`config.mk`:
```
export PLATFORM = sky130hd
export DESIGN_NAME = json_key_string_extractor
export DESIGN_NICKNAME = d
export VERILOG_FILES = /design/src/hw/rtl/jkse_pkg.sv /design/src/hw/rtl/json_key_string_extractor.sv
export SDC_FILE = /design/constraint.sdc
export NUM_CORES = 2
export LEC_CHECK = 0
export BUFFER_PORTS_ARGS = -buffer_cell sky130_fd_sc_hd__buf_4
export CORE_MARGIN = 3
export CORE_UTILIZATION = 35
export DETAILED_ROUTE_END_ITERATION = 12
export PLACE_DENSITY = 0.5
export SKIP_LAST_GASP = 1
export SLEW_MARGIN = 20
export SYNTH_ARGS = -nofsm -noshare
export SYNTH_HDL_FRONTEND = slang
export SYNTH_SLANG_ARGS = --single-unit
```
`constraint.sdc`:
```
create_clock -name clk -period 8.7 [get_ports clk]
set_input_delay 0.87 -clock clk [delete_from_list [all_inputs] [get_ports clk]]
set_output_delay 0.87 -clock clk [all_outputs]
set_load 0.05 [all_outputs]
```
`src/hw/rtl/jkse_pkg.sv`:
```
`timescale 1ns / 1ps
// ----------------------------------------------------------------------------
// jkse_pkg
// Shared types and constants of the JSON key / string value extractor.
// ----------------------------------------------------------------------------
package jkse_pkg;

    // Longest key that can match, and the window depth the compare looks at
    localparam int MAX_KEY_CHARS = 32;
    localparam int WIN_DEPTH     = MAX_KEY_CHARS + 1;

    // Configuration register indexes (byte address is 8 * index)
    localparam logic [2:0] REG_KEY_LENGTH  = 3'd0;
    localparam logic [2:0] REG_KEY_CHARS_A = 3'd1;
    localparam logic [2:0] REG_KEY_CHARS_B = 3'd2;
    localparam logic [2:0] REG_KEY_CHARS_C = 3'd3;
    localparam logic [2:0] REG_KEY_CHARS_D = 3'd4;
    localparam logic [2:0] REG_OUT_LIMIT   = 3'd5;

    localparam logic [7:0] OUT_LIMIT_RESET = 8'hFF;

    // Characters the parser reacts to
    localparam logic [7:0] CH_NUL    = 8'h00;
    localparam logic [7:0] CH_COLON  = 8'h3A;
    localparam logic [7:0] CH_QUOTE  = 8'h22;
    localparam logic [7:0] CH_BSLASH = 8'h5C;
    localparam logic [7:0] CH_QMARK  = 8'h3F;
    localparam logic [7:0] CH_SPACE  = 8'h20;
    localparam logic [7:0] CH_TAB    = 8'h09;
    localparam logic [7:0] CH_CR     = 8'h0D;
    localparam logic [7:0] CH_LF     = 8'h0A;
    localparam logic [7:0] CH_LOW_N  = 8'h6E;
    localparam logic [7:0] CH_LOW_R  = 8'h72;
    localparam logic [7:0] CH_LOW_T  = 8'h74;
    localparam logic [7:0] CH_LOW_B  = 8'h62;
    localparam logic [7:0] CH_LOW_F  = 8'h66;
    localparam logic [7:0] CH_LOW_U  = 8'h75;

    // Bytes dropped after \u
    localparam logic [2:0] HEX_DIGITS = 3'd4;

    typedef enum logic [2:0] {
        PH_SEARCH = 3'd0,
        PH_COLON  = 3'd1,
        PH_QUOTE  = 3'd2,
        PH_STRING = 3'd3,
        PH_ESCAPE = 3'd4,
        PH_HEX    = 3'd5,
        PH_DONE   = 3'd6
    } phase_t;

    // Per-item actions decoded from the phase and the byte
    typedef struct packed {
        logic       emit;
        logic [7:0] ch;
        logic       fin;
        logic       ok;
        logic       shift;
        logic       restart;
        logic       hex_load;
        logic       hex_dec;
        logic       silent;
    } action_t;

endpackage

```
`src/hw/rtl/json_key_string_extractor.sv`:
```
`timescale 1ns / 1ps
// ----------------------------------------------------------------------------
// json_key_string_extractor
// Searches a byte stream for "key" : "value" and streams the decoded value.
// ----------------------------------------------------------------------------
//  channel  | dir | tdata           | tlast        | tuser
//  s_*      | in  | text_byte       | end_of_text  | -
//  m_*      | out | out_char        | finished     | [0] char_valid, [1] success
//  apb      | in  | 64-bit register access, register i at byte address 8*i
//
//  One item per cycle while results are taken. From acceptance to result an
//  item passes an input register, one pass of compare and decode logic, a result register.
//  The key compare is a parallel match of the window against the key.
//  Reset clears the window and the parser and handshake state; no clearing pass is needed.
//  A stalled result holds the input register; the input side keeps taking
//  items as long as the result register is free or being taken.
// ----------------------------------------------------------------------------
module json_key_string_extractor (
    input  logic        clk,
    input  logic        rst_n,
    // input stream
    input  logic        s_tvalid,
    output logic        s_tready,
    input  logic [7:0]  s_tdata,   // [7:0] text_byte
    input  logic        s_tlast,
    // result stream
    output logic        m_tvalid,
    input  logic        m_tready,
    output logic [7:0]  m_tdata,   // [7:0] out_char
    output logic        m_tlast,
    output logic [1:0]  m_tuser,   // [0] char_valid, [1] success
    // configuration
    input  logic        psel,
    input  logic        penable,
    input  logic        pwrite,
    input  logic [5:0]  paddr,
    input  logic [63:0] pwdata,
    output logic [63:0] prdata,
    output logic        pready
);

    // ------------------------------------------------------------------------
    // Configuration registers
    // ------------------------------------------------------------------------
    logic [5:0]  key_length_reg;
    logic [63:0] key_chars_a_reg;
    logic [63:0] key_chars_b_reg;
    logic [63:0] key_chars_c_reg;
    logic [63:0] key_chars_d_reg;
    logic [7:0]  out_limit_reg;
    logic        cfg_write;
    logic [2:0]  cfg_index;

    assign pready    = 1'b1;
    assign cfg_write = psel && penable && pwrite && pready;
    assign cfg_index = paddr[5:3];

    // Write a register on the access cycle
    always_ff @(posedge clk or negedge rst_n)
    begin
        if (!rst_n)
        begin
            key_length_reg  <= '0;
            key_chars_a_reg <= '0;
            key_chars_b_reg <= '0;
            key_chars_c_reg <= '0;
            key_chars_d_reg <= '0;
            out_limit_reg   <= jkse_pkg::OUT_LIMIT_RESET;
        end
        else if (cfg_write)
        begin
            unique case (cfg_index)
                jkse_pkg::REG_KEY_LENGTH:  key_length_reg  <= pwdata[5:0];
                jkse_pkg::REG_KEY_CHARS_A: key_chars_a_reg <= pwdata;
                jkse_pkg::REG_KEY_CHARS_B: key_chars_b_reg <= pwdata;
                jkse_pkg::REG_KEY_CHARS_C: key_chars_c_reg <= pwdata;
                jkse_pkg::REG_KEY_CHARS_D: key_chars_d_reg <= pwdata;
                jkse_pkg::REG_OUT_LIMIT:   out_limit_reg   <= pwdata[7:0];
                default: ;
            endcase
        end
    end

    // Read back
    always_comb
    begin
        unique case (cfg_index)
            jkse_pkg::REG_KEY_LENGTH:  prdata = {58'd0, key_length_reg};
            jkse_pkg::REG_KEY_CHARS_A: prdata = key_chars_a_reg;
            jkse_pkg::REG_KEY_CHARS_B: prdata = key_chars_b_reg;
            jkse_pkg::REG_KEY_CHARS_C: prdata = key_chars_c_reg;
            jkse_pkg::REG_KEY_CHARS_D: prdata = key_chars_d_reg;
            jkse_pkg::REG_OUT_LIMIT:   prdata = {56'd0, out_limit_reg};
            default:                   prdata = '0;
        endcase
    end

    // ------------------------------------------------------------------------
    // Input register and handshake
    // ------------------------------------------------------------------------
    logic       in_valid_reg;
    logic [7:0] in_byte_reg;
    logic       in_last_reg;
    logic       out_valid_reg;
    logic       advance;

    assign advance  = in_valid_reg && (!out_valid_reg || m_tready);
    assign s_tready = !in_valid_reg || advance;

    always_ff @(posedge clk or negedge rst_n)
    begin
        if (!rst_n)
        begin
            in_valid_reg <= 1'b0;
        end
        else if (s_tvalid && s_tready)
        begin
            in_valid_reg <= 1'b1;
        end
        else if (advance)
        begin
            in_valid_reg <= 1'b0;
        end
    end

    // Capture the item payload
    always_ff @(posedge clk)
    begin
        if (s_tvalid && s_tready)
        begin
            in_byte_reg <= s_tdata;
            in_last_reg <= s_tlast;
        end
    end

    // ------------------------------------------------------------------------
    // Parser state
    // ------------------------------------------------------------------------
    jkse_pkg::phase_t phase_reg;
    jkse_pkg::phase_t phase_next;
    jkse_pkg::phase_t phase_step;
    logic [7:0]  window_reg [jkse_pkg::WIN_DEPTH];
    logic [5:0]  bytes_since_restart_reg;
    logic [5:0]  bytes_since_restart_next;
    logic [2:0]  hex_skip_left_reg;
    logic [2:0]  hex_skip_left_next;
    logic [2:0]  hex_dec_value;
    logic [7:0]  chars_emitted_reg;
    logic [7:0]  chars_emitted_next;

    logic [7:0]   c;
    logic         last;
    logic         is_ws;
    logic         is_ctrl_esc;
    logic [255:0] key_vec;
    logic         key_fits;
    logic         head_quote;
    logic         body_match;
    logic         len_ok;
    logic         key_match;
    logic [6:0]   plen;
    logic [6:0]   count_after;
    logic [5:0]   kidx;

    jkse_pkg::action_t act;
    logic        emit_final;
    logic        fin_final;
    logic        restart_final;
    logic        has_result;

    assign c    = in_byte_reg;
    assign last = in_last_reg;

    assign is_ws = (c == jkse_pkg::CH_SPACE) || (c == jkse_pkg::CH_TAB)
                || (c == jkse_pkg::CH_CR) || (c == jkse_pkg::CH_LF);
    assign is_ctrl_esc = (c == jkse_pkg::CH_LOW_N) || (c == jkse_pkg::CH_LOW_R)
                      || (c == jkse_pkg::CH_LOW_T) || (c == jkse_pkg::CH_LOW_B)
                      || (c == jkse_pkg::CH_LOW_F);

    assign key_vec = {key_chars_d_reg, key_chars_c_reg, key_chars_b_reg, key_chars_a_reg};

    // Compare the window, shifted by the new byte, with '"' key '"'.
    // Old window byte m lines up with key character key_length-1-m, and the
    // opening quote sits at old byte key_length.
    always_comb
    begin
        head_quote = 1'b0;
        body_match = 1'b1;
        kidx       = '0;
        for (int m = 0; m < jkse_pkg::WIN_DEPTH; m++)
        begin
            if (6'(m) == key_length_reg)
            begin
                head_quote = (window_reg[m] == jkse_pkg::CH_QUOTE);
            end
        end
        for (int m = 0; m < jkse_pkg::MAX_KEY_CHARS; m++)
        begin
            kidx = key_length_reg - 6'(m) - 6'd1;
            if (6'(m) < key_length_reg)
            begin
                if (window_reg[m] != key_vec[{kidx[4:0], 3'b000} +: 8])
                begin
                    body_match = 1'b0;
                end
            end
        end
    end

    assign key_fits    = (key_length_reg <= 6'(jkse_pkg::MAX_KEY_CHARS));
    assign plen        = {1'b0, key_length_reg} + 7'd2;
    assign count_after = (bytes_since_restart_reg == 6'h3F)
                       ? 7'd63 : {1'b0, bytes_since_restart_reg} + 7'd1;
    assign len_ok      = (count_after >= plen);
    assign key_match   = key_fits && len_ok && head_quote && body_match
                      && (c == jkse_pkg::CH_QUOTE);

    // Phase transition for the current byte, before end of text is applied
    always_comb
    begin
        phase_step    = phase_reg;
        hex_dec_value = (hex_skip_left_reg != 3'd0) ? hex_skip_left_reg - 3'd1 : 3'd0;
        unique case (phase_reg)
            jkse_pkg::PH_SEARCH:
            begin
                if (c != jkse_pkg::CH_NUL && key_match)
                    phase_step = jkse_pkg::PH_COLON;
            end
            jkse_pkg::PH_COLON:
            begin
                if (c == jkse_pkg::CH_COLON)
                    phase_step = jkse_pkg::PH_QUOTE;
                else if (!is_ws)
                    phase_step = jkse_pkg::PH_SEARCH;
            end
            jkse_pkg::PH_QUOTE:
            begin
                if (c == jkse_pkg::CH_QUOTE)
                    phase_step = jkse_pkg::PH_STRING;
            end
            jkse_pkg::PH_STRING:
            begin
                if (c == jkse_pkg::CH_BSLASH && !last)
                    phase_step = jkse_pkg::PH_ESCAPE;
            end
            jkse_pkg::PH_ESCAPE:
            begin
                if (c == jkse_pkg::CH_LOW_U)
                    phase_step = jkse_pkg::PH_HEX;
                else if (c != jkse_pkg::CH_NUL)
                    phase_step = jkse_pkg::PH_STRING;
            end
            jkse_pkg::PH_HEX:
            begin
                if (c != jkse_pkg::CH_NUL && hex_dec_value == 3'd0)
                    phase_step = jkse_pkg::PH_STRING;
            end
            default:
            begin
                phase_step = jkse_pkg::PH_DONE;
            end
        endcase
    end

    // Actions for the current byte
    always_comb
    begin
        act = '0;
        unique case (phase_reg)
            jkse_pkg::PH_SEARCH:
            begin
                if (c == jkse_pkg::CH_NUL)
                    act.fin = 1'b1;
                else
                    act.shift = 1'b1;
            end
            jkse_pkg::PH_COLON:
            begin
                if (c != jkse_pkg::CH_COLON && !is_ws)
                    act.restart = 1'b1;
            end
            jkse_pkg::PH_QUOTE:
            begin
                if (c != jkse_pkg::CH_QUOTE && !is_ws)
                    act.fin = 1'b1;
            end
            jkse_pkg::PH_STRING:
            begin
                if (c == jkse_pkg::CH_QUOTE)
                begin
                    act.fin = 1'b1;
                    act.ok  = 1'b1;
                end
                else if (c == jkse_pkg::CH_NUL)
                begin
                    act.fin = 1'b1;
                end
                else if (c != jkse_pkg::CH_BSLASH || last)
                begin
                    act.emit = 1'b1;
                    act.ch   = c;
                end
            end
            jkse_pkg::PH_ESCAPE:
            begin
                act.emit = 1'b1;
                if (c == jkse_pkg::CH_NUL)
                begin
                    act.ch  = jkse_pkg::CH_BSLASH;
                    act.fin = 1'b1;
                end
                else if (is_ctrl_esc)
                begin
                    act.ch = jkse_pkg::CH_SPACE;
                end
                else if (c == jkse_pkg::CH_LOW_U)
                begin
                    act.ch       = jkse_pkg::CH_QMARK;
                    act.hex_load = 1'b1;
                end
                else
                begin
                    act.ch = c;
                end
            end
            jkse_pkg::PH_HEX:
            begin
                if (c == jkse_pkg::CH_NUL)
                    act.fin = 1'b1;
                else
                    act.hex_dec = 1'b1;
            end
            default:
            begin
                // Finished: drop bytes until the end of the text
                act.silent  = 1'b1;
                act.restart = last;
            end
        endcase
    end

    // Apply end of text, the output limit and the restart
    always_comb
    begin
        fin_final     = !act.silent && (act.fin || last);
        emit_final    = act.emit && (chars_emitted_reg < out_limit_reg);
        restart_final = act.restart || (fin_final && last);
        has_result    = emit_final || fin_final;

        if (restart_final)
            phase_next = jkse_pkg::PH_SEARCH;
        else if (fin_final)
            phase_next = jkse_pkg::PH_DONE;
        else
            phase_next = phase_step;

        if (restart_final)
            bytes_since_restart_next = '0;
        else if (act.shift)
            bytes_since_restart_next = count_after[5:0];
        else
            bytes_since_restart_next = bytes_since_restart_reg;

        if (restart_final)
            hex_skip_left_next = '0;
        else if (act.hex_load)
            hex_skip_left_next = jkse_pkg::HEX_DIGITS;
        else if (act.hex_dec)
            hex_skip_left_next = hex_dec_value;
        else
            hex_skip_left_next = hex_skip_left_reg;

        if (restart_final)
            chars_emitted_next = '0;
        else if (emit_final)
            chars_emitted_next = chars_emitted_reg + 8'd1;
        else
            chars_emitted_next = chars_emitted_reg;
    end

    // Advance the parser state once per item
    always_ff @(posedge clk or negedge rst_n)
    begin
        if (!rst_n)
        begin
            phase_reg               <= jkse_pkg::PH_SEARCH;
            bytes_since_restart_reg <= '0;
            hex_skip_left_reg       <= '0;
            chars_emitted_reg       <= '0;
            for (int m = 0; m < jkse_pkg::WIN_DEPTH; m++)
                window_reg[m] <= '0;
        end
        else if (advance)
        begin
            phase_reg               <= phase_next;
            bytes_since_restart_reg <= bytes_since_restart_next;
            hex_skip_left_reg       <= hex_skip_left_next;
            chars_emitted_reg       <= chars_emitted_next;
            if (restart_final)
            begin
                for (int m = 0; m < jkse_pkg::WIN_DEPTH; m++)
                    window_reg[m] <= '0;
            end
            else if (act.shift)
            begin
                window_reg[0] <= c;
                for (int m = 1; m < jkse_pkg::WIN_DEPTH; m++)
                    window_reg[m] <= window_reg[m - 1];
            end
        end
    end

    // ------------------------------------------------------------------------
    // Result register
    // ------------------------------------------------------------------------
    logic [7:0] out_char_reg;
    logic       char_valid_reg;
    logic       finished_reg;
    logic       success_reg;

    always_ff @(posedge clk or negedge rst_n)
    begin
        if (!rst_n)
        begin
            out_valid_reg <= 1'b0;
        end
        else if (advance)
        begin
            out_valid_reg <= has_result;
        end
        else if (m_tready)
        begin
            out_valid_reg <= 1'b0;
        end
    end

    // Hold the result payload until the next item replaces it
    always_ff @(posedge clk)
    begin
        if (advance && has_result)
        begin
            char_valid_reg <= emit_final;
            out_char_reg   <= emit_final ? act.ch : 8'd0;
            finished_reg   <= fin_final;
            success_reg    <= fin_final && act.ok;
        end
    end

    assign m_tvalid = out_valid_reg;
    assign m_tdata  = out_char_reg;
    assign m_tlast  = finished_reg;
    assign m_tuser  = {success_reg, char_valid_reg};

endmodule

```
# --- Word-level counts from Yosys, hierarchy flattened ---
# Cells that the tools add are included.
totals:
  regBits: 576
  input_bits: 86
  output_inout_bits: 78
classes:
  reduce_logical: 60
  n_lt_le_gt_ge: 35
  addsub: 66
  muxes: 146
  n_eq_ne: 130
  shifts: 32
ops:
  columns: ["cell", "n"]
  rows:
  - ["$shiftx A256 B9 Y8", 32]
  - ["$mux W264", 2]
  - ["$pmux W64 S6", 1]
  - ["$eq A8 B6 Y1 const B", 36]
  - ["$ne A8 B8 Y1", 32]
  - ["$sub A5 B1 Y5 const B", 32]
  - ["$mux W1", 114]
  - ["$eq A5 B6 Y1 const A", 16]
  - ["$lt A5 B6 Y1 const A", 16]
  - ["$sub A5 B5 Y5 const B", 16]
  - ["$eq A8 B7 Y1 const B", 7]
  - ["$eq A4 B6 Y1 const A", 8]
  - ["$lt A4 B6 Y1 const A", 8]
  - ["$mux W3", 14]
  - ["$mux W8", 5]
  - ["$sub A5 B4 Y5 const B", 8]
  - ["$mux W9", 3]
  - ["$eq A3 B6 Y1 const A", 4]
  - ["$eq A8 B4 Y1 const B", 3]
  - ["$lt A3 B6 Y1 const A", 4]
  - ["$sub A5 B3 Y5 const B", 4]
  - ["$logic_and A1 B1 Y1", 18]
  - ["$pmux W3 S6", 1]
  - ["$pmux W9 S2", 1]
  - ["other kinds (38)", 84]

# --- Depth between registers and ports, before layout ---
logic_depth:
  depth_word: 74
  depth_mapped: 24
  mapped_depth_nobuf: 19

# --- Worst setup path before layout ---
# Ideal clock, no wire load.
synth_path:
  path_kind: "reg-to-reg"
  start: "reg key_length_reg[1]"
  end: "reg phase_reg[1]"
  setup_ns: 0.128
  slack_ns: 2.630
  period_less_slack_ns: 6.070
  path_stages_with_launch: 23
  arrival_ns: 5.943
  required_time_ns: 8.572
  path_cell_list: "dfrtp_1 -> buf_2 -> clkinv_1 -> clkbuf_1 -> clkbuf_1 -> clkbuf_1 -> ha_1 -> buf_2 -> buf_2 -> buf_2 -> buf_2 -> mux4_2 -> mux4_2 -> mux2i_1 -> xor2_1 -> nand2_1 -> nor4_1 -> o2111ai_1 -> o41ai_2 -> o221ai_1 -> nor4_1 -> a21oi_1 -> mux2_1"
synth_between:
  elab_chain_len: 72
  elab_cells_between_ends: 298
  cone_classes: "63 x add/sub; 34 x order compare; 65 x eq/ne; 32 x shift; 97 x mux; 7 x reduce/logical"
synth_rtl:
  columns: ["item", "line_no", "rtl"]
  rows:
  - ["start: declaration", "json_key_string_extractor.sv:45", "logic [5:0] key_length_reg;"]
  - ["start signal: assignment", "json_key_string_extractor.sv:73", "jkse_pkg::REG_KEY_LENGTH: key_length_reg <= pwdata[5:0];"]
  - ["branches (longest 67 deep; another with $sub A5 B1 Y5)", null, null]
  - ["$logic_and A1 B1 Y1 (*)", "json_key_string_extractor.sv:215", "assign key_match = key_fits && len_ok && head_quote && body_match"]
  - ["$logic_and A1 B1 Y1 (*)", "json_key_string_extractor.sv:216", "&& (c == jkse_pkg::CH_QUOTE);"]
  - ["$logic_and A1 B1 Y1 (*)", "json_key_string_extractor.sv:226", "if (c != jkse_pkg::CH_NUL && key_match)"]
  - ["$ne A4 B4 Y1 (no line) (*)", null, null]
  - ["$reduce_and A7 Y1 (no line) (*)", null, null]
  - ["end signal: assignment", "json_key_string_extractor.sv:386", "phase_reg <= jkse_pkg::PH_SEARCH;"]
  - ["end signal: assignment", "json_key_string_extractor.sv:395", "phase_reg <= phase_next;"]
  - ["end: declaration", "json_key_string_extractor.sv:139", "jkse_pkg::phase_t phase_reg;"]
# Mark *: on every way between the ends.
# A chain may end at the register's enable or synchronous reset.

# --- Final worst setup path ---
layout_path:
  start: "reg key_length_reg[0]"
  end: "reg phase_reg[1]"
# Same word-level chain as after synthesis.

==> flow_summary.yaml <==
outcome:
  outcome: "complete, no violations"
critical_path:
  path_cells: "inv_2 > ha_4 > nand2_1 > nor2_1 > xnor2_4 > buf_4 > mux4_2 > a32oi_1 > mux2_2 > o22ai_1 > or4_1 > nor3_1 > a32oi_1 > nor4_1 > a21oi_1 > mux2_1"
  cpMostUsedCell: "a32oi_1"
  endpoint_kind: "flip-flop"
  r2r_slack_ps: 1630
  r2r_end: "phase_reg[1]"
  cp.depth: 16
  reg2reg_depth: 16
  worst_path_max_delay_cell: "nor3_1"
  crit_buf_inv: 2
  critPathLaunchType: "flip-flop"
  cp.required_ps: 9260
  worstSetupPathType: "reg2reg"
  crit_family: "simple AND/OR/NAND/NOR gates"
  arrival_ps: 7630
  path_max_fanout: 26
  r2r_start: "key_length_reg[0]"
  slowest_delay_ps: 840
layout:
  layout_commonest_cell: "mux2i_1"
  multi_input_area_um2: 32500
  seqCellArea_um2: 14500
  final_cells: 6085
  layout_common_cells: "545 x mux2i_1, 543 x dfrtp_1, 386 x mux4_2"
  drive_gt1_share_pct: 27.5
  syn2layout_area_growth_pct: 11.2
  fin_nets: 4357
  fillers: 13302
  largest_reg_flops: 264
logic_synthesis:
  synth-edff-count: 20
  yosys-top-cells-area: "dfrtp_1 28%, mux4_2 18%, mux2i_1 11%"
  ys_ff_latch: 576
  syn_nets: 4389
  avgSynthCellArea_um2: 11.4
  yosysWarnings: 0
  yosysTopAreaCell: "dfrtp_1"
  synth_ff_type: "dfrtp_1"
  synth_top_cell_area_share_pct: 28.2
  synth_sequential_area_ratio_pct: 29.9
  ys_async_sr_fraction_pct: 96.5
  postSynthCellCount: 4267
  synth.distinct_cells: 82
  synth_area_um2: 48600
sta:
  rsz0062_at_grt: "no"
  max_freq_mhz: 141
  final-setup-viol-count: 0
  hold_violations: 0
  fin_setup_tns_ps: 0
  fin_ws_ps: 1630
  min_period_over_period_pct: 81.3
  max-slew-margin-rel_pct: 11.7
  skew_ps: 38.4
  tightest_slew_ps: 1320
  finalCriticalPeriod_ps: 7070
  slew_violations: 0
routing:
  drt_wl_total_um: 234000
  vias: 41598
  drt_iter0_markers: 5950
  dr.pass1.iters: 6
  final_antenna_net_count: 0
  route.detailed.drc: 0
  post_drt_wl_per_cell_um: 38.4
  vias_per_cell: 6.84
place:
  gp_congestion: 1.07
  dp_cells: 5957
  portBuffers: 159
  post-dp-hpwl_um: 179000
  place_ws_ps: 1830
cts:
  cts_setup_buffers: 0
  clock_path_buffers: 3
  path_clk_slew_ps: 60
  cts_tree: "built"
  clock_latency_ps: 710
  cts_buffers: 70
  h-tree-depth: 3
  cts-root-buf: "clkbuf_16"
  cts-hold-fix-buffers: 0
  cts_sinks: 576
  ctsResizeCount: 0
hold_path:
  hold_class: "in2async"
power:
  p_leak_uw: 0.0226
  finalPower_uw: 20800
  power_density_nw_per_um2: 385
  ir_drop_v: 0.000233
global_routing:
  track_usage_pct: 32.0
  antenna_found_initial: 3
  gr-total-overflow: 0
  grt_pass1_vias: 38792
  grt_pass1_wl_um: 322000
  grt_max_degree: 185
floorplan:
  core_area_um2: 138000
  start_util_pct: 35.3
  rows: 136
  die_x_um: 379
  die_h_um: 379
  ios: 164
  fp.dieArea_um2: 143000
job:
  cap_violations: 0
[cell type report]
type | instances | share of cell area (%)
Sequential cell | 576 | 26.9
Clock inverter | 25 | 0.762
Antenna cell | 3 | 0.0139
Tap cell | 1794 | 4.15
Clock buffer | 100 | 3.79
Multi-Input combinational cell | 3280 | 60.1
Inverter | 41 | 0.285
Timing Repair Buffer | 266 | 3.97
[power breakdown]
part	internal [uW]	switching, uW
clock	1890	1300
sequential	3010	809
combinational	5120	8700
[stage by stage]
stage | instance area [um2] | hold slack, ps | util (%)
finish | 54100 | 116 | 39.3
global route | 54000 | 149 | 39.3
CTS | 54000 | 106 | 39.3
detailed placement | 51600 | 488 | 37.5
global placement | 51600 | 485 | 37.5
floorplan | 48600 | 465 | -
[kinds of logic after synthesis]
| kind of cell | Yosys count | share of synthesized area, % |
|---|---|---|
| compound gates | 928 | 14.4 |
| buf+inv | 411 | 3.82 |
| fa+ha+maj | 38 | 0.971 |
| other cells | 2 | 0.0155 |
| mux | 1271 | 37.1 |
| xor+xnor | 347 | 6.34 |
| simple gates | 694 | 7.54 |
| flops | 576 | 29.9 |
[how the worst max path moves through the flow]
stage	startpoint	end	slack, ps
final	key_length_reg[0]	phase_reg[1]	1630
after global routing	key_length_reg[2]	phase_reg[1]	1420
after CTS	key_length_reg[2]	phase_reg[1]	1790
after detailed placement	key_length_reg[0]	phase_reg[1]	1830
after global placement	key_length_reg[2]	phase_reg[2]	1830
after floorplan	key_length_reg[1]	phase_reg[1]	2630
[Yosys cell counts (36+ instances only)]
master,n
xor2_1,142
nor4_1,43
o21ai_0,66
dfrtp_1,548
mux4_2,386
nand2_1,193
a21oi_1,161
xnor2_1,201
a221o_1,61
nor4b_1,54
nand3_1,71
nand4_1,57
buf_2,85
ha_1,36
nor2_1,116
a22oi_1,43
mux2_2,336
o22ai_1,87
clkbuf_1,206
a22o_1,336
mux2i_1,545
nor3_1,40
[layer usage]
layer | global-route usage (%) | vias to the layer above | routed length, um
met1 | 43.9 | 21776 | 96300
li1 | - | 16901 | -
met5 | 0 | - | 13
met3 | 7.68 | 485 | 23000
met2 | 44.8 | 2434 | 96500
met4 | 20.5 | 2 | 17800
No activity file was read; power rests on OpenSTA's default activity.
